## src/rtl/core/sdd_pkg.sv

```systemverilog
// Shared constants, types and helper functions for the signed binary to decimal converter.
package sdd_pkg;

    localparam int MAX_WORDS     = 4;
    localparam int WORD_BITS     = 32;
    localparam int DEFAULT_WORDS = 4;
    localparam int FIELD_BITS    = 64;
    localparam int DIGIT_BITS    = 4;

    // Control from the sequencer to the shift-and-adjust unit
    typedef struct packed {
        logic load;      // take a new magnitude, clear the BCD register
        logic step;      // one double-dabble iteration
        logic shift;     // drop the top digit, move the rest up
    } dabble_ctrl_t;

    function automatic int clamp_words(int words);
        int w;
        w = words;
        if (w < 1)
            w = 1;
        if (w > MAX_WORDS)
            w = MAX_WORDS;
        return w;
    endfunction

    // Decimal digits needed for 2**(32*words)-1
    function automatic int digits_for(int words);
        int n;
        case (clamp_words(words))
            1:       n = 10;
            2:       n = 20;
            3:       n = 29;
            default: n = 39;
        endcase
        return n;
    endfunction

endpackage

```

## src/rtl/core/sdd_stream_if.sv

```systemverilog
// Valid/ready stream interfaces for the converter's input and result channels.
interface sdd_in_if;
    logic        valid;
    logic        ready;
    logic [63:0] value_high;
    logic [63:0] value_low;

    modport source (output valid, output value_high, output value_low, input ready);
    modport sink   (input valid, input value_high, input value_low, output ready);
endinterface

interface sdd_out_if;
    logic       valid;
    logic       ready;
    logic       is_minus;
    logic [3:0] digit;
    logic       last;

    modport source (output valid, output is_minus, output digit, output last, input ready);
    modport sink   (input valid, input is_minus, input digit, input last, output ready);
endinterface

```

## src/rtl/core/sdd_dabble_unit.sv

```systemverilog
// Shift-and-add-3 unit: holds the binary magnitude and BCD digits, one iteration per cycle while step is set.
module sdd_dabble_unit
    import sdd_pkg::*;
#(
    parameter int WIDTH = DEFAULT_WORDS * WORD_BITS,
    parameter int NDIG  = digits_for(DEFAULT_WORDS)
)
(
    input  logic                  clk,
    input  dabble_ctrl_t          ctrl,
    input  logic [WIDTH-1:0]      value,
    input  logic                  negate,
    output logic [DIGIT_BITS-1:0] top_digit
);

    localparam int BCD_BITS = DIGIT_BITS * NDIG;

    logic [WIDTH-1:0]    bin_reg;
    logic [WIDTH-1:0]    bin_next;
    logic [BCD_BITS-1:0] bcd_reg;
    logic [BCD_BITS-1:0] bcd_next;
    logic [BCD_BITS-1:0] bcd_adj;

    // add 3 to every digit of 5 or more, all digits in parallel
    always_comb
    begin
        for (int i = 0; i < NDIG; i++)
        begin
            if (bcd_reg[DIGIT_BITS*i +: DIGIT_BITS] >= DIGIT_BITS'(5))
                bcd_adj[DIGIT_BITS*i +: DIGIT_BITS] =
                    bcd_reg[DIGIT_BITS*i +: DIGIT_BITS] + DIGIT_BITS'(3);
            else
                bcd_adj[DIGIT_BITS*i +: DIGIT_BITS] = bcd_reg[DIGIT_BITS*i +: DIGIT_BITS];
        end
    end

    always_comb
    begin
        bin_next = bin_reg;
        bcd_next = bcd_reg;
        if (ctrl.load)
        begin
            // full-width two's complement negation
            bin_next = negate ? (~value + WIDTH'(1)) : value;
            bcd_next = '0;
        end
        else if (ctrl.step)
        begin
            {bcd_next, bin_next} = {bcd_adj, bin_reg} << 1;
        end
        else if (ctrl.shift)
        begin
            bcd_next = {bcd_reg[BCD_BITS-DIGIT_BITS-1:0], DIGIT_BITS'(0)};
        end
    end

    always_ff @(posedge clk)
    begin
        bin_reg <= bin_next;
        bcd_reg <= bcd_next;
    end

    assign top_digit = bcd_reg[BCD_BITS-1 -: DIGIT_BITS];

endmodule

```

## src/rtl/core/signed_binary_to_decimal_digits.sv

```systemverilog
// Top level: signed 128-bit binary to decimal text converter with sequencer and result register.
//
// Usage
//   din  : one transfer carries a two's complement value as value_high:value_low.
//          Only the low WORDS*32 bits are used; bit WORDS*32-1 is the sign.
//   dout : one transfer per symbol. A negative value first gives a minus-sign
//          symbol (is_minus=1, digit=0, last=0), then the magnitude's digits,
//          most significant first, no leading zeros; last marks the final digit.
//          Zero gives the single digit 0.
// Timing
//   WORDS*32 shift-and-add-3 iterations of double dabble run one per cycle in the
//   shared unit, then leading zeros are dropped one per cycle, then symbols leave
//   one per cycle while dout.ready allows. Zeros dropped plus digits always make
//   NDIG. din.ready is high only while idle; the next value is accepted while the
//   final digit still waits in the result register.
// Stall
//   dout holds its symbol while dout.ready is low; the sequencer waits.
// Reset
//   rst_n (asynchronous, active low) returns to idle with no result pending.
//
module signed_binary_to_decimal_digits
    import sdd_pkg::*;
#(
    parameter int WORDS = DEFAULT_WORDS
)
(
    input  logic     clk,
    input  logic     rst_n,
    sdd_in_if.sink   din,
    sdd_out_if.source dout
);

    localparam int WN     = clamp_words(WORDS);
    localparam int WIDTH  = WN * WORD_BITS;
    localparam int NDIG   = digits_for(WN);
    localparam int ITER_W = $clog2(WIDTH + 1);
    localparam int DCNT_W = $clog2(NDIG + 1);

    typedef enum logic [3:0] {
        ST_IDLE = 4'b0001,
        ST_CONV = 4'b0010,
        ST_SKIP = 4'b0100,
        ST_EMIT = 4'b1000
    } state_t;

    state_t                state_reg, state_next;
    logic [ITER_W-1:0]     iter_reg, iter_next;
    logic [DCNT_W-1:0]     dcnt_reg, dcnt_next;
    logic                  minus_reg, minus_next;

    // result register
    logic                  ovalid_reg, ovalid_next;
    logic                  ominus_reg, ominus_next;
    logic [DIGIT_BITS-1:0] odigit_reg, odigit_next;
    logic                  olast_reg, olast_next;

    logic [2*FIELD_BITS-1:0] raw;
    logic [WIDTH-1:0]        value;
    logic                    negate;
    logic [DIGIT_BITS-1:0]   top_digit;
    logic                    slot_free;
    dabble_ctrl_t            ctrl;

    assign raw    = {din.value_high, din.value_low};
    assign value  = raw[WIDTH-1:0];
    assign negate = raw[WIDTH-1];

    // result slot can take a symbol when empty or being drained this cycle
    assign slot_free = !ovalid_reg || dout.ready;

    assign din.ready = (state_reg == ST_IDLE);

    sdd_dabble_unit #(
        .WIDTH (WIDTH),
        .NDIG  (NDIG)
    ) u_dabble (
        .clk       (clk),
        .ctrl      (ctrl),
        .value     (value),
        .negate    (negate),
        .top_digit (top_digit)
    );

    always_comb
    begin
        state_next  = state_reg;
        iter_next   = iter_reg;
        dcnt_next   = dcnt_reg;
        minus_next  = minus_reg;
        ctrl        = '0;
        ovalid_next = ovalid_reg && !dout.ready;
        ominus_next = ominus_reg;
        odigit_next = odigit_reg;
        olast_next  = olast_reg;

        case (state_reg)
            ST_IDLE:
            begin
                if (din.valid)
                begin
                    ctrl.load  = 1'b1;
                    minus_next = negate;
                    iter_next  = ITER_W'(WIDTH);
                    state_next = ST_CONV;
                end
            end
            ST_CONV:
            begin
                ctrl.step = 1'b1;
                iter_next = iter_reg - ITER_W'(1);
                if (iter_reg == ITER_W'(1))
                begin
                    dcnt_next  = DCNT_W'(NDIG);
                    state_next = ST_SKIP;
                end
            end
            ST_SKIP:
            begin
                // drop leading zeros, always keep at least one digit
                if (top_digit == '0 && dcnt_reg > DCNT_W'(1))
                begin
                    ctrl.shift = 1'b1;
                    dcnt_next  = dcnt_reg - DCNT_W'(1);
                end
                else
                begin
                    state_next = ST_EMIT;
                end
            end
            ST_EMIT:
            begin
                if (slot_free)
                begin
                    ovalid_next = 1'b1;
                    if (minus_reg)
                    begin
                        minus_next  = 1'b0;
                        ominus_next = 1'b1;
                        odigit_next = '0;
                        olast_next  = 1'b0;
                    end
                    else
                    begin
                        ctrl.shift  = 1'b1;
                        ominus_next = 1'b0;
                        odigit_next = top_digit;
                        olast_next  = (dcnt_reg == DCNT_W'(1));
                        dcnt_next   = dcnt_reg - DCNT_W'(1);
                        if (dcnt_reg == DCNT_W'(1))
                            state_next = ST_IDLE;
                    end
                end
            end
            default:
            begin
                state_next = ST_IDLE;
            end
        endcase
    end

    always_ff @(posedge clk or negedge rst_n)
    begin
        if (!rst_n)
        begin
            state_reg  <= ST_IDLE;
            ovalid_reg <= 1'b0;
            minus_reg  <= 1'b0;
            iter_reg   <= '0;
            dcnt_reg   <= '0;
        end
        else
        begin
            state_reg  <= state_next;
            ovalid_reg <= ovalid_next;
            minus_reg  <= minus_next;
            iter_reg   <= iter_next;
            dcnt_reg   <= dcnt_next;
        end
    end

    always_ff @(posedge clk)
    begin
        ominus_reg <= ominus_next;
        odigit_reg <= odigit_next;
        olast_reg  <= olast_next;
    end

    assign dout.valid    = ovalid_reg;
    assign dout.is_minus = ominus_reg;
    assign dout.digit    = odigit_reg;
    assign dout.last     = olast_reg;

`ifndef NO_ASSERTIONS
    a_minus_shape: assert property (@(posedge clk) disable iff (!rst_n)
        (ovalid_reg && ominus_reg) |-> (odigit_reg == '0 && !olast_reg))
        else $error("minus symbol carries a digit or last flag");

    a_digit_range: assert property (@(posedge clk) disable iff (!rst_n)
        ovalid_reg |-> (odigit_reg <= DIGIT_BITS'(9)))
        else $error("emitted digit above nine");

    a_accept_conv: assert property (@(posedge clk) disable iff (!rst_n)
        (din.valid && din.ready) |=> (state_reg == ST_CONV))
        else $error("accepted value did not start conversion");

    a_emit_count: assert property (@(posedge clk) disable iff (!rst_n)
        (state_reg == ST_EMIT || state_reg == ST_SKIP) |-> (dcnt_reg != '0))
        else $error("digit count empty while emitting");
`endif

endmodule

```

## src/flat_wrapper.sv

```systemverilog
// flat-port wrapper written by rule: the top's interface ports become plain ports
module signed_binary_to_decimal_digits_flat import sdd_pkg::*;
#(
    parameter int WORDS = DEFAULT_WORDS
)
  (clk, rst_n, din_valid, din_value_high, din_value_low, din_ready, dout_valid, dout_is_minus, dout_digit, dout_last, dout_ready);
  sdd_in_if din_i ();
  sdd_out_if dout_i ();
  input  logic clk;
  input  logic rst_n;
  input wire logic [$bits(din_i.valid)-1:0] din_valid;
  input wire logic [$bits(din_i.value_high)-1:0] din_value_high;
  input wire logic [$bits(din_i.value_low)-1:0] din_value_low;
  output wire logic [$bits(din_i.ready)-1:0] din_ready;
  output wire logic [$bits(dout_i.valid)-1:0] dout_valid;
  output wire logic [$bits(dout_i.is_minus)-1:0] dout_is_minus;
  output wire logic [$bits(dout_i.digit)-1:0] dout_digit;
  output wire logic [$bits(dout_i.last)-1:0] dout_last;
  input wire logic [$bits(dout_i.ready)-1:0] dout_ready;
  assign din_i.valid = din_valid;
  assign din_i.value_high = din_value_high;
  assign din_i.value_low = din_value_low;
  assign din_ready = din_i.ready;
  assign dout_valid = dout_i.valid;
  assign dout_is_minus = dout_i.is_minus;
  assign dout_digit = dout_i.digit;
  assign dout_last = dout_i.last;
  assign dout_i.ready = dout_ready;
  signed_binary_to_decimal_digits #(.WORDS(WORDS)) u_core (.clk(clk), .rst_n(rst_n), .din(din_i), .dout(dout_i));
endmodule
```

## config.mk

```make
export PLATFORM = sky130hd
export DESIGN_NAME = signed_binary_to_decimal_digits_flat
export DESIGN_NICKNAME = d
export VERILOG_FILES = /design/src/rtl/core/sdd_pkg.sv /design/src/rtl/core/sdd_stream_if.sv /design/src/rtl/core/sdd_dabble_unit.sv /design/src/rtl/core/signed_binary_to_decimal_digits.sv /design/src/flat_wrapper.sv
export SDC_FILE = /design/constraint.sdc
export NUM_CORES = 1
export LEC_CHECK = 0
export BUFFER_PORTS_ARGS = -buffer_cell sky130_fd_sc_hd__buf_2
export CAP_MARGIN = 15
export CORE_MARGIN = 8
export CORE_UTILIZATION = 56
export DETAILED_ROUTE_END_ITERATION = 6
export HOLD_SLACK_MARGIN = 0.05
export PLACE_DENSITY = 0.78
export SYNTH_ARGS = -nofsm -noshare
export SYNTH_HDL_FRONTEND = slang
export SYNTH_SLANG_ARGS = --single-unit
export TNS_END_PERCENT = 20
```

## constraint.sdc

```tcl
create_clock -name clk -period 4.9 [get_ports clk]
set_input_delay 0.98 -clock clk [delete_from_list [all_inputs] [get_ports clk]]
set_output_delay 0.98 -clock clk [all_outputs]
set_load 0.005 [all_outputs]
```

Word-level counts from Yosys, hierarchy flattened --
Cells that the tools add are included.
Cells by class: add/sub/neg operators 42, order comparisons 40, equal/unequal tests 13, multiplexer cells 71, bitwise operators 1, reduce and logical (&&, ||, !) cells 16
Operators by type and width (number):
- $mux W128 | 3
- $mux W156 | 2
- $mux W4 | 44
- $ge A4 B3 Y1 const B | 39
- $add A4 B2 Y4 const B | 38
- $add A128 B1 Y128 const B | 1
- $not A128 Y128 | 1
- $mux W6 | 4
- $pmux W6 S3 | 1
- $pmux W4 S4 | 1
- $pmux W8 S2 | 1
- $mux W1 | 11
- $eq A8 B1 Y1 const B | 1
- $mux W8 | 1
- $ne A2 B1 Y1 const B | 4
- $reduce_bool A2 Y1 | 4
- $sub A8 B1 Y8 const B | 1
- $eq A6 B1 Y1 const B | 1
- $gt A6 B1 Y1 const B | 1
- $ne A2 B2 Y1 const B | 3
- $reduce_and A6 Y1 | 1
- $sub A6 B1 Y6 const B | 1
- $reduce_and A5 Y1 | 1
- $eq A4 B1 Y1 const B | 1
- other kinds (13) | 17
Word-level totals: bits in registers 310, bits of input ports 132, output and inout port bits 8

Logic depth before layout (Yosys ltp) --
Gate-level depths: netlist of the first run.
depth after elaboration 6, depth in mapped cells 12, depth with buffers taken out 9

Modules after synthesis --
From an unflattened synthesis of the first run, not the netlist that was laid out.
Unflattened totals: cells, all modules 2373, area, all modules 20480.9 µm²
Modules (own cells, without submodules):
- sdd_dabble_unit | times used 1, cells each 2246, area an instance 19130.8 µm², sequential area each 6966.7 µm²
- signed_binary_to_decimal_digits | times used 1, cells each 127, area an instance 1350.0 µm², sequential area each 681.9 µm²

Worst setup path before layout of the first run --
No wires, ideal clock.
path kind reg2reg, start point reg u_core.state_reg[0], end point reg u_core.u_dabble.bin_reg[0] (enable), data arrival time 4.500 ns, required time 4.408 ns, path slack -0.092 ns, stages on the path, launching flop included 7, buffers on the path 2, clock period less this slack 4.992 ns, cells stage by stage dfstp_2 > inv_1 > nor4_2 > nand2_1 > clkbuf_1 > clkbuf_1 > nand2_1
On the way: cells in the longest elaborated chain, start to end 3, elaborated cells between the ends (all ways) 5, those cells by class eq/ne (2); mux (2); reduce/logical (1)
Ends and longest elaborated chain:
- start: declaration | RTL line signed_binary_to_decimal_digits.sv:46 | state_t state_reg, state_next;
- start signal: assignment | RTL line signed_binary_to_decimal_digits.sv:173 | state_reg <= state_next;
- $eq A4 B1 Y1
- named net din_ready | RTL line flat_wrapper.sv:14 | output wire logic [$bits(din_i.ready)-1:0] din_ready;
- $mux W1 | RTL line signed_binary_to_decimal_digits.sv:96 | case (state_reg)
- $reduce_bool A2 Y1 (no source line)
- end signal: assignment | RTL line sdd_dabble_unit.sv:59 | bin_reg <= bin_next;
- end: declaration | RTL line sdd_dabble_unit.sv:18 | logic [WIDTH-1:0] bin_reg;
The timed path passes the listed nets, and every way through them passes these cells. A chain may end at the register's enable or synchronous reset.

Worst setup path after layout of the first run --
start point in din_value_low[32], end point reg u_core.u_dabble.bin_reg[116], data pin
On the way: cells in the longest elaborated chain, start to end 4
Ends and longest elaborated chain:
- start: declaration | RTL line flat_wrapper.sv:13 | input wire logic [$bits(din_i.value_low)-1:0] din_value_low;
- $not A128 Y128 | RTL line sdd_dabble_unit.sv:44 | bin_next = negate ? (~value + WIDTH'(1)) : value;
- $add A128 B1 Y128 | RTL line sdd_dabble_unit.sv:44
- $mux W128 | RTL line sdd_dabble_unit.sv:44
- $mux W128 | RTL line sdd_dabble_unit.sv:41 | if (ctrl.load)
- named net u_core.u_dabble.bin_next[116] | RTL line sdd_dabble_unit.sv:19 | logic [WIDTH-1:0] bin_next;
The timed path passes the listed nets, and every way through them passes these cells.

==> key figures, run 1 <==
Synthesis
  – Syn Nets: 2665
  – Synth area leader: edfxtp_1
  – Main synth FF type: dfxtp_1
  – Yosys warning count: 0
  – Synthesized netlist cell count: 2450
  – Async SR Flop Fraction: 6.45%
  – Register area share after synthesis: 38.1%
  – FF+latch count, synth: 310
  – Top cells by area, synth: edfxtp_1 20%, dfxtp_1 16%, o21ai_0 10%
  – Number of flops mapped to enable cells by yosys: 134
  – Syn Area/Cell: 8.20 sq um
  – Yosys cell types: 68
  – Mapped Area: 20100 sq um
  – Synth top area share: 20.0%

STA
  – RSZ-0062 raised after global routing: false
  – Post-layout min period: 3.92 ns
  – Final Skew: 0.0260 ns
  – Max-slew violations: 0
  – Worst relative slew slack: 29.8%
  – Measured slew at the worst slew-check pin: 1.05 ns
  – FMAX: 255 MHz
  – Setup_tns: 0 ns
  – Fin crit share: 80.1%
  – Final setup fails: 0
  – Hold Violations, Final: 0

Global route
  – Pin count of the biggest net entering global routing: 193
  – Initial antenna violation count: 1
  – GRT Total Usage: 25.8%
  – First-pass GRT wire length: 91200 um
  – Number of global-route vias before repair: 18.3k
  – Global route overflow: 0

Detailed routing
  – 1st-iter DRT viols: 1643
  – TritonRoute pass-1 iters: 5
  – Vias per inst: 6.35
  – Routed wire length: 56400 um
  – Routed length per placed instance: 18.8 um
  – DRT antenna net count: 0
  – Via count: 19.1k
  – Drc violations: 0

Critical path
  – RR Endpoint: u_core.u_dabble.bcd_reg[110]
  – Setup crit start kind: primary input
  – Worst reg-to-reg setup slack: 1.55 ns
  – Critical path required time: 5.17 ns
  – RR Startpoint: u_core.state_reg[1]
  – Worst Setup End Kind: register
  – Worst reg2reg path depth: 7
  – Crit Path Class: primary input to register
  – Worst EP arrival: 4.19 ns
  – Worst Path Max Fanout: 6

Outcome
  – Outcome: finished, final reports clean

Finish
  – Layout Cells excl Fill: 3001
  – Fillers: 2994
  – Largest register FFs: 156
  – Area Overhead vs Synth: 11.1%
  – Commonest non-fill, non-tap cell in the layout: o21ai_0
  – Layout cells sized above 1: 10.4%
  – Most frequent cells in the layout: 407 x o21ai_0, 396 x nand2_1, 156 x dfxtp_1, 138 x buf_2, 134 x edfxtp_1
  – Fin nets: 2731

CTS
  – Clock sinks: 310
  – Worst-Skew Late Latency: 0.53 ns
  – H-tree levels: 2
  – Post-CTS setup buffers: 0
  – Number of buffers created by CTS: 36
  – Clock root buffer: clkbuf_16
  – Max Buffers Root-to-Sink: 3
  – Clock slew seen by the registers of the worst setup and hold paths: 0.07 ns
  – # resized after CTS: 0
  – CTS tree: yes
  – CTS Hold Buffers Added: 0

Floorplanning
  – Initial core utilization: 56.6%
  – Row cnt: 69
  – I/O pin cnt: 140
  – Die height: 205 um
  – Die Width: 205 um
  – Die Area: 42200 sq um
  – Core area: 35500 sq um

Job
  – Max-Cap Viols: 0

Power and ir drop
  – Total Power: 13.8 mW
  – Pwr/cell area: 619 nW/um^2
  – Maximum vdd drop: 0.443 mV
  – Static Leak: 8.29 nW

Place
  – Port Buf Inserts: 139
  – # placed instances: 2939
  – DP Wirelength: 37700 um
  – Global placement routability congestion: 1.07

Worst hold path
  – Hold WC Path Type: primary input to async pin
[routing by layer]
| layer | share of wire [%] | vias up | global-route usage (%) |
|---|---|---|---|
| met2 | 48 | 779 | 43.1 |
| met4 | 2.6 | 2 | 8.63 |
| met1 | 42 | 9115 | 33.5 |
| met3 | 7.4 | 118 | 4.53 |
| met5 | 0.023 | - | 0 |
| li1 | - | 9057 | - |
[stage by stage]
| stage | worst slack (ns) | util (%) | instance area [sq um] | hold slack [ns] |
|---|---|---|---|---|
| finish | 0.977 | 62.9 | 22300 | 0.377 |
| CTS | 1.18 | 62.9 | 22300 | 0.383 |
| detailed placement | 0.674 | 59.5 | 21100 | 0.470 |
| floorplan | 1.11 | - | 20100 | 0.423 |
| global route | 0.861 | 62.9 | 22300 | 0.409 |
| global placement | 0.695 | 59.5 | 21100 | 0.466 |
[cell usage after synthesis, types with 47 or more instances]
cell and n:
ha_1 83, edfxtp_1 134, nor3_1 77, nor2b_1 77
nor2_1 101, xnor2_1 51, dfxtp_1 156, a31oi_1 81
a21oi_1 89, o21ai_0 407, nand2b_1 47, clkbuf_1 114
nand2_1 399, xor2_1 110, inv_1 90
[power by group]
part	leakage, nW	switching (mW)	total (mW)	internal (mW)
Sequential	2.80	1.09	5.41	4.32
Combinational	4.89	3.48	5.59	2.11
Clock	0.598	1.10	2.81	1.71
Total	8.29	5.67	13.8	8.14
[cells by family after synthesis]
kind of cell / count (synthesis) / share of synthesized area, %
AO/OA/AOI/OAI: 784 / 23.5
adder cells (fa/ha/maj): 83 / 5.17
buffers and inverters: 221 / 4.19
flip-flops: 310 / 38.1
multiplexers: 3 / 0.156
XOR/XNOR: 161 / 7.02
AND/OR/NAND/NOR: 888 / 21.9
[how the worst max path moves through the flow]
stage	start	endpoint
after global placement	din_value_low[0]	u_core.u_dabble.bin_reg[116]
after detailed placement	din_value_low[32]	u_core.u_dabble.bin_reg[116]
after floorplan	u_core.state_reg[0]	u_core.u_dabble.bin_reg[0]
after global routing	din_value_low[32]	u_core.u_dabble.bin_reg[116]
final	din_value_low[32]	u_core.u_dabble.bin_reg[116]
after CTS	din_value_low[0]	u_core.u_dabble.bin_reg[116]
[layout make-up]
cell class / instances / area [sq um] / area share (%)
Multi-Input combinational cell: 1919 / 11700 / 52.2
Sequential cell: 310 / 7650 / 34.3
Clock buffer: 45 / 996 / 4.46
Timing Repair Buffer: 159 / 886 / 3.97
Tap cell: 461 / 577 / 2.58
Inverter: 90 / 338 / 1.51
Clock inverter: 16 / 220 / 0.986
Antenna cell: 1 / 2.50 / 0.0112
[worst max-delay path: stages]
cell	delay [ns]
buf_2	0.12
nor4_1	0.74
nand4_1	0.29
nor4_2	0.74
nand4_1	0.50
nor3_1	0.39
nor3_1	0.09
a311o_1	0.33
Note: power is estimated with default switching activity, not from simulation.
==> run 2, diff against run 1 <==
CORE_UTILIZATION = 60   (was 56)
PLACE_DENSITY = 0.79   (was 0.78)
clock period = 4.01 ns   (was 4.9 ns; I/O delays follow)
==> run 2 against run 1 <==
  * Count of clock-buffer cells in the layout grew 9
  * Flip-flop and latch count is the same
  * Wire length shrank 0.64%
  * Sequential power grew 22%
  * Setup slack lost 0.39 ns
  * Cell area grew 0.76%
  * Clock skew shrank 0.0063 ns
  * Critical path type unchanged
  * Largest power group unchanged
  * Highest routed layer unchanged
==> key figures, run 2 (synthesis results as in run 1) <==
STA
  – Final setup fails: 0
  – Worst setup margin: 0.585 ns
  – Final Skew: 0.0198 ns
  – Worst relative slew slack: 29.8%
  – FMAX: 292 MHz
  – RSZ-0062 raised after global routing: false
  – Max-slew violations: 0
  – Setup_tns: 0 ns
  – Fin crit share: 85.4%
  – Post-layout min period: 3.43 ns
  – Hold Violations, Final: 0
  – Measured slew at the worst slew-check pin: 1.05 ns

CTS
  – Post-CTS setup buffers: 0
  – CTS Hold Buffers Added: 0
  – H-tree levels: 2
  – Max Buffers Root-to-Sink: 3
  – Clock root buffer: clkbuf_16
  – # resized after CTS: 0
  – CTS tree: yes
  – Clock slew seen by the registers of the worst setup and hold paths: 0.06 ns
  – Number of buffers created by CTS: 37
  – Worst-Skew Late Latency: 0.54 ns
  – Clock sinks: 310

Finish
  – Ant. Diodes: 0
  – Layout cells sized above 1: 11.1%
  – Final Cell Area: 22500 sq um
  – Largest register FFs: 156
  – Area Overhead vs Synth: 12.0%
  – Commonest non-fill, non-tap cell in the layout: o21ai_0
  – Most frequent cells in the layout: 407 x o21ai_0, 396 x nand2_1, 156 x dfxtp_1, 138 x buf_2, 134 x edfxtp_1
  – Fin nets: 2745

Critical path
  – Worst Path Max Fanout: 5
  – Critical path's slowest cell: nor4_1
  – Critical path required time: 4.28 ns
  – Crit Path Class: primary input to register
  – CP bufs+invs: 1
  – Worst EP arrival: 3.69 ns
  – Family with the most delay on the worst path: simple AND/OR/NAND/NOR gates
  – Worst path cell trace: buf_2 -> nor4_1 -> nand2_1 -> nor3_1 -> nand4_1 -> o41ai_1 -> xor2_1 -> o21ai_0
  – Setup crit start kind: primary input
  – Worst Setup End Kind: register
  – Max stage delay on crit path: 0.67 ns

Place
  – Global placement routability congestion: 1.01
  – DP Wirelength: 37300 um
  – Place WS: 0.123 ns
  – Port Buf Inserts: 139
  – Placed inst area: 21200 sq um

Detailed routing
  – TritonRoute pass-1 iters: 5
  – 1st-iter DRT viols: 1624
  – Routed length per placed instance: 18.7 um
  – Routed wire length: 56100 um
  – DRT antenna net count: 0
  – Drc violations: 0
  – Via count: 19.1k
  – Vias per inst: 6.34

Global route
  – Global route overflow: 0
  – Number of global-route vias before repair: 18.4k
  – Initial antenna violation count: 1
  – First-pass GRT wire length: 91400 um
  – GRT Total Usage: 27.7%
  – Pin count of the biggest net entering global routing: 149

Job
  – Max-Cap Viols: 0

Floorplanning
  – Die Area: 39600 sq um
  – Die height: 199 um
  – I/O pin cnt: 140
  – Row cnt: 67
  – Initial core utilization: 60.4%
  – Core area: 33300 sq um
  – Die Width: 199 um

Outcome
  – Outcome: finished, final reports clean

Power and ir drop
  – Pwr/cell area: 754 nW/um^2
  – Static Leak: 8.40 nW
  – Maximum vdd drop: 0.417 mV

Worst hold path
  – Hold WC Path Type: primary input to async pin
run 2: changes by cell type in the layout (fill, tap and decap cells not counted), sizes merged:
| cell | delta |
|---|---|
| clkinv | -1 |
| buf | +13 |
| clkbuf | +9 |
| inv | +1 |
| diode | -1 |
| bufinv | -3 |
| clkinvlp | +1 |
run 2: per-stage QoR:
stage | util (%) | instances | total power [mW] | hold WS, ns
floorplan | - | 2450 | 11.5 | 0.423
global placement | 63.8 | 2939 | 13.0 | 0.461
detailed placement | 63.8 | 2939 | 13.4 | 0.485
global route | 67.6 | 3007 | 18.4 | 0.223
finish | 67.6 | 3007 | 17.0 | 0.203
CTS | 67.6 | 3007 | 16.9 | 0.200
run 2: worst register-to-register path, stage by stage, from the launching register on:
cell and delay, ns:
dfstp_2 0.59, inv_1 0.12, nor4_2 0.63, and2_4 0.25, buf_4 0.45, buf_4 0.67, nor2_1 0.15
run 2: area by class of cell:
class / instances / area, sq um
fillers: 2809 / 10800
multi-input cells: 1919 / 11700
clock buffers: 54 / 1100
flip-flops and latches: 310 / 7650
clock inverters: 14 / 155
repair buffers: 172 / 1030
inverters: 90 / 338
well taps: 448 / 561
run 2: final timing paths:
path / slack [ns] / endpoint / from / depth (start not counted)
hold / removal: 0.20 / u_core.dcnt_reg[2] / rst_n / 1
max in group asynchronous: 3.47 / u_core.state_reg[0] / rst_n / 1
hold reg to reg: 0.49 / u_core.u_dabble.bcd_reg[153] / u_core.u_dabble.bcd_reg[153] / 2
setup reg to reg: 1.01 / u_core.u_dabble.bcd_reg[64] / u_core.state_reg[0] / 6
setup / recovery: 0.58 / u_core.u_dabble.bin_reg[114] / din_value_high[10] / 8
min in group clk: 0.49 / u_core.u_dabble.bcd_reg[153] / u_core.u_dabble.bcd_reg[153] / 2
run 2: layer usage:
layer / global-route usage, % / part of all wire, % / vias to the layer above / wire (um)
met1: 35.4 / 42 / 9077 / 23600
met5: 0 / 0.020 / - / 11
met2: 45.9 / 47 / 754 / 26600
met4: 11.4 / 3.4 / 2 / 1890
met3: 4.70 / 7.2 / 135 / 4010
li1: - / - / 9088 / -
run 2: where the power goes:
| group | switching [mW] | internal (mW) |
|---|---|---|
| registers | 1.32 | 5.28 |
| logic | 4.30 | 2.63 |
| clock network | 1.39 | 2.06 |
| total | 7.01 | 9.96 |
==> run 3, diff against run 2 <==
CELL_PAD_IN_SITES_DETAIL_PLACEMENT = 0   (was unset)
CELL_PAD_IN_SITES_GLOBAL_PLACEMENT = 1   (was unset)
CORE_UTILIZATION = 47   (was 60)
PLACE_DENSITY = unset   (was 0.79)
PLACE_DENSITY_LB_ADDON = 0.1   (was unset)
==> run 3 against run 2 <==
  * The flow now finishes with violations (design-rule violations)
  * Clock power increased by 2%
  * Non-clock buffer count increased by 15
  * Worst hold slack improved by 0.0022 ns
  * Critical endpoint is now u_core.u_dabble.bcd_reg[133]
  * Count of clock-buffer cells in the layout increased by 5
  * Largest power group unchanged
  * Combinational power decreased by 1%
  * Global-route usage decreased by 4.1 points
  * Flip-flop and latch count unchanged
  * Die area increased by 25%
  * Maximum frequency increased by 10%
  * Setup slack improved by 0.32 ns
  * Highest routed layer is now met4
==> key figures, run 3 (synthesis results as in run 1) <==
Outcome
  – Outcome: complete, but fails checks
  – Violated checks: design-rule violations

STA
  – Hold Violations, Final: 0
  – Max-slew violations: 0
  – RSZ-0062 raised after global routing: false
  – Final Skew: 0.0135 ns
  – Measured slew at the worst slew-check pin: 1.03 ns
  – Worst relative slew slack: 31.1%
  – Setup_tns: 0 ns
  – Final setup fails: 0
  – Post-layout min period: 3.10 ns
  – FMAX: 322 MHz
  – Fin crit share: 77.4%

Global route
  – Number of global-route vias before repair: 17.9k
  – First-pass GRT wire length: 96800 um
  – GRT Total Usage: 23.5%
  – Global route overflow: 0
  – Initial antenna violation count: 1
  – Pin count of the biggest net entering global routing: 160

Critical path
  – CP most frequent cell: buf_4
  – Worst Path Max Fanout: 43
  – Crit Path Class: register to register
  – Worst path cell trace: or4_1 -> o2111ai_1 -> o21a_4 -> buf_4 -> buf_4 -> nand2_1 -> a31oi_1
  – Critical path's slowest cell: buf_4
  – Critical path required time: 4.48 ns
  – Setup crit start kind: register
  – Worst Setup End Kind: register
  – Max stage delay on crit path: 0.58 ns
  – Worst EP arrival: 3.57 ns

Detailed routing
  – DRT antenna net count: 0
  – Routed length per placed instance: 19.4 um
  – 1st-iter DRT viols: 1313
  – Drc violations: 9
  – Vias per inst: 5.97
  – Routed wire length: 60300 um
  – Via count: 18.6k
  – Top Layer Used: met4
  – TritonRoute pass-1 iters: 7
  – Met1 WL: 27700 um
  – Met2 Wirelength: 27500 um
  – Wire length on met3: 3270 um

Finish
  – Fin nets: 2763
  – Storage element area: 7650 sq um
  – Area Overhead vs Synth: 13.2%
  – Area of the multi-input gates: 11700 sq um
  – Commonest non-fill, non-tap cell in the layout: o21ai_0
  – Layout cells sized above 1: 11.5%
  – Largest register FFs: 156
  – Most frequent cells in the layout: 407 x o21ai_0, 396 x nand2_1, 156 x dfxtp_1, 138 x buf_2, 134 x edfxtp_1
  – Fillers: 4001
  – Post-layout util: 54.1%

Place
  – Global placement routability congestion: 0.967
  – Port Buf Inserts: 139
  – DP Wirelength: 40600 um

Power and ir drop
  – Total Power: 17.0 mW
  – Pwr/cell area: 747 nW/um^2
  – Maximum vdd drop: 0.531 mV
  – Static Leak: 8.48 nW

CTS
  – Clock root buffer: clkbuf_16
  – # resized after CTS: 0
  – H-tree levels: 2
  – Post-CTS setup buffers: 0
  – Worst-Skew Late Latency: 0.55 ns
  – Number of buffers created by CTS: 40
  – Clock slew seen by the registers of the worst setup and hold paths: 0.06 ns
  – CTS tree: yes
  – CTS Hold Buffers Added: 0
  – Clock sinks: 310
  – Max Buffers Root-to-Sink: 3

Floorplanning
  – Initial core utilization: 47.8%
  – Row cnt: 75
  – Die height: 223 um
  – I/O pin cnt: 140
  – Core area: 42000 sq um
  – Die Width: 223 um
  – Die Area: 49600 sq um

Job
  – Max-Cap Viols: 0

Worst hold path
  – Hold WC Path Type: primary input to async pin
==> run 3: cell types whose count changed in the layout (fill, tap and decap cells not counted), sizes merged <==
cell	change
buf	+15
clkbuf	+5
inv	-4
clkinv	+3
bufinv	-1
diode	+1
==> run 3: metal layers <==
metal	vias up	track usage, %
met1	8852	31.8
met5	-	0
li1	9116	-
met2	520	37.6
met4	0	7.80
met3	119	4.21
==> run 3: power breakdown <==
| group | internal [mW] | switching (mW) |
|---|---|---|
| Clock | 2.08 | 1.43 |
| Sequential | 5.30 | 1.33 |
| Combinational | 2.60 | 4.24 |
| Total | 9.98 | 7.00 |
==> run 3: layout make-up <==
cell class,count,share of cell area (%)
Multi-Input combinational cell,1919,51.3
Sequential cell,310,33.6
Clock buffer,59,5.16
Timing Repair Buffer,187,5.04
Tap cell,539,2.97
Inverter,90,1.49
Clock inverter,12,0.385
Antenna cell,1,0.0110
==> run 3: through the flow <==
stage,std cells,worst slack [ns],hold WS [ns],area (sq um)
2_1_floorplan,2450,0.223,0.423,20100
3_3_place_gp,3045,0.415,0.458,21500
3_5_place_dp,3045,0.395,0.474,21500
4_1_cts,3116,0.873,0.196,22700
5_1_grt,3117,0.701,0.210,22700
6_report,3117,0.907,0.205,22700
==> run 3: worst max-delay path, delay by kind of cell (launching register included) <==
| family | cells | cell delay, ns |
|---|---|---|
| and+or+nand+nor | 2 | 0.64 |
| DFF | 1 | 0.44 |
| buffers and inverters | 2 | 0.98 |
| AOI/OAI and AO/OA | 3 | 0.91 |
==> run 3: path summary, 6_finish.rpt <==
check	cells after the start	slack [ns]	from	end
worst min-delay path	1	0.21	rst_n	u_core.dout.valid
max in group asynchronous	1	3.46	rst_n	u_core.state_reg[0]
worst max-delay path	7	0.91	u_core.dcnt_reg[2]	u_core.u_dabble.bcd_reg[133]
worst min register to register	1	0.47	u_core.iter_reg[7]	u_core.iter_reg[7]
worst max register to register	7	0.91	u_core.dcnt_reg[2]	u_core.u_dabble.bcd_reg[133]
min in group clk	1	0.47	u_core.iter_reg[7]	u_core.iter_reg[7]
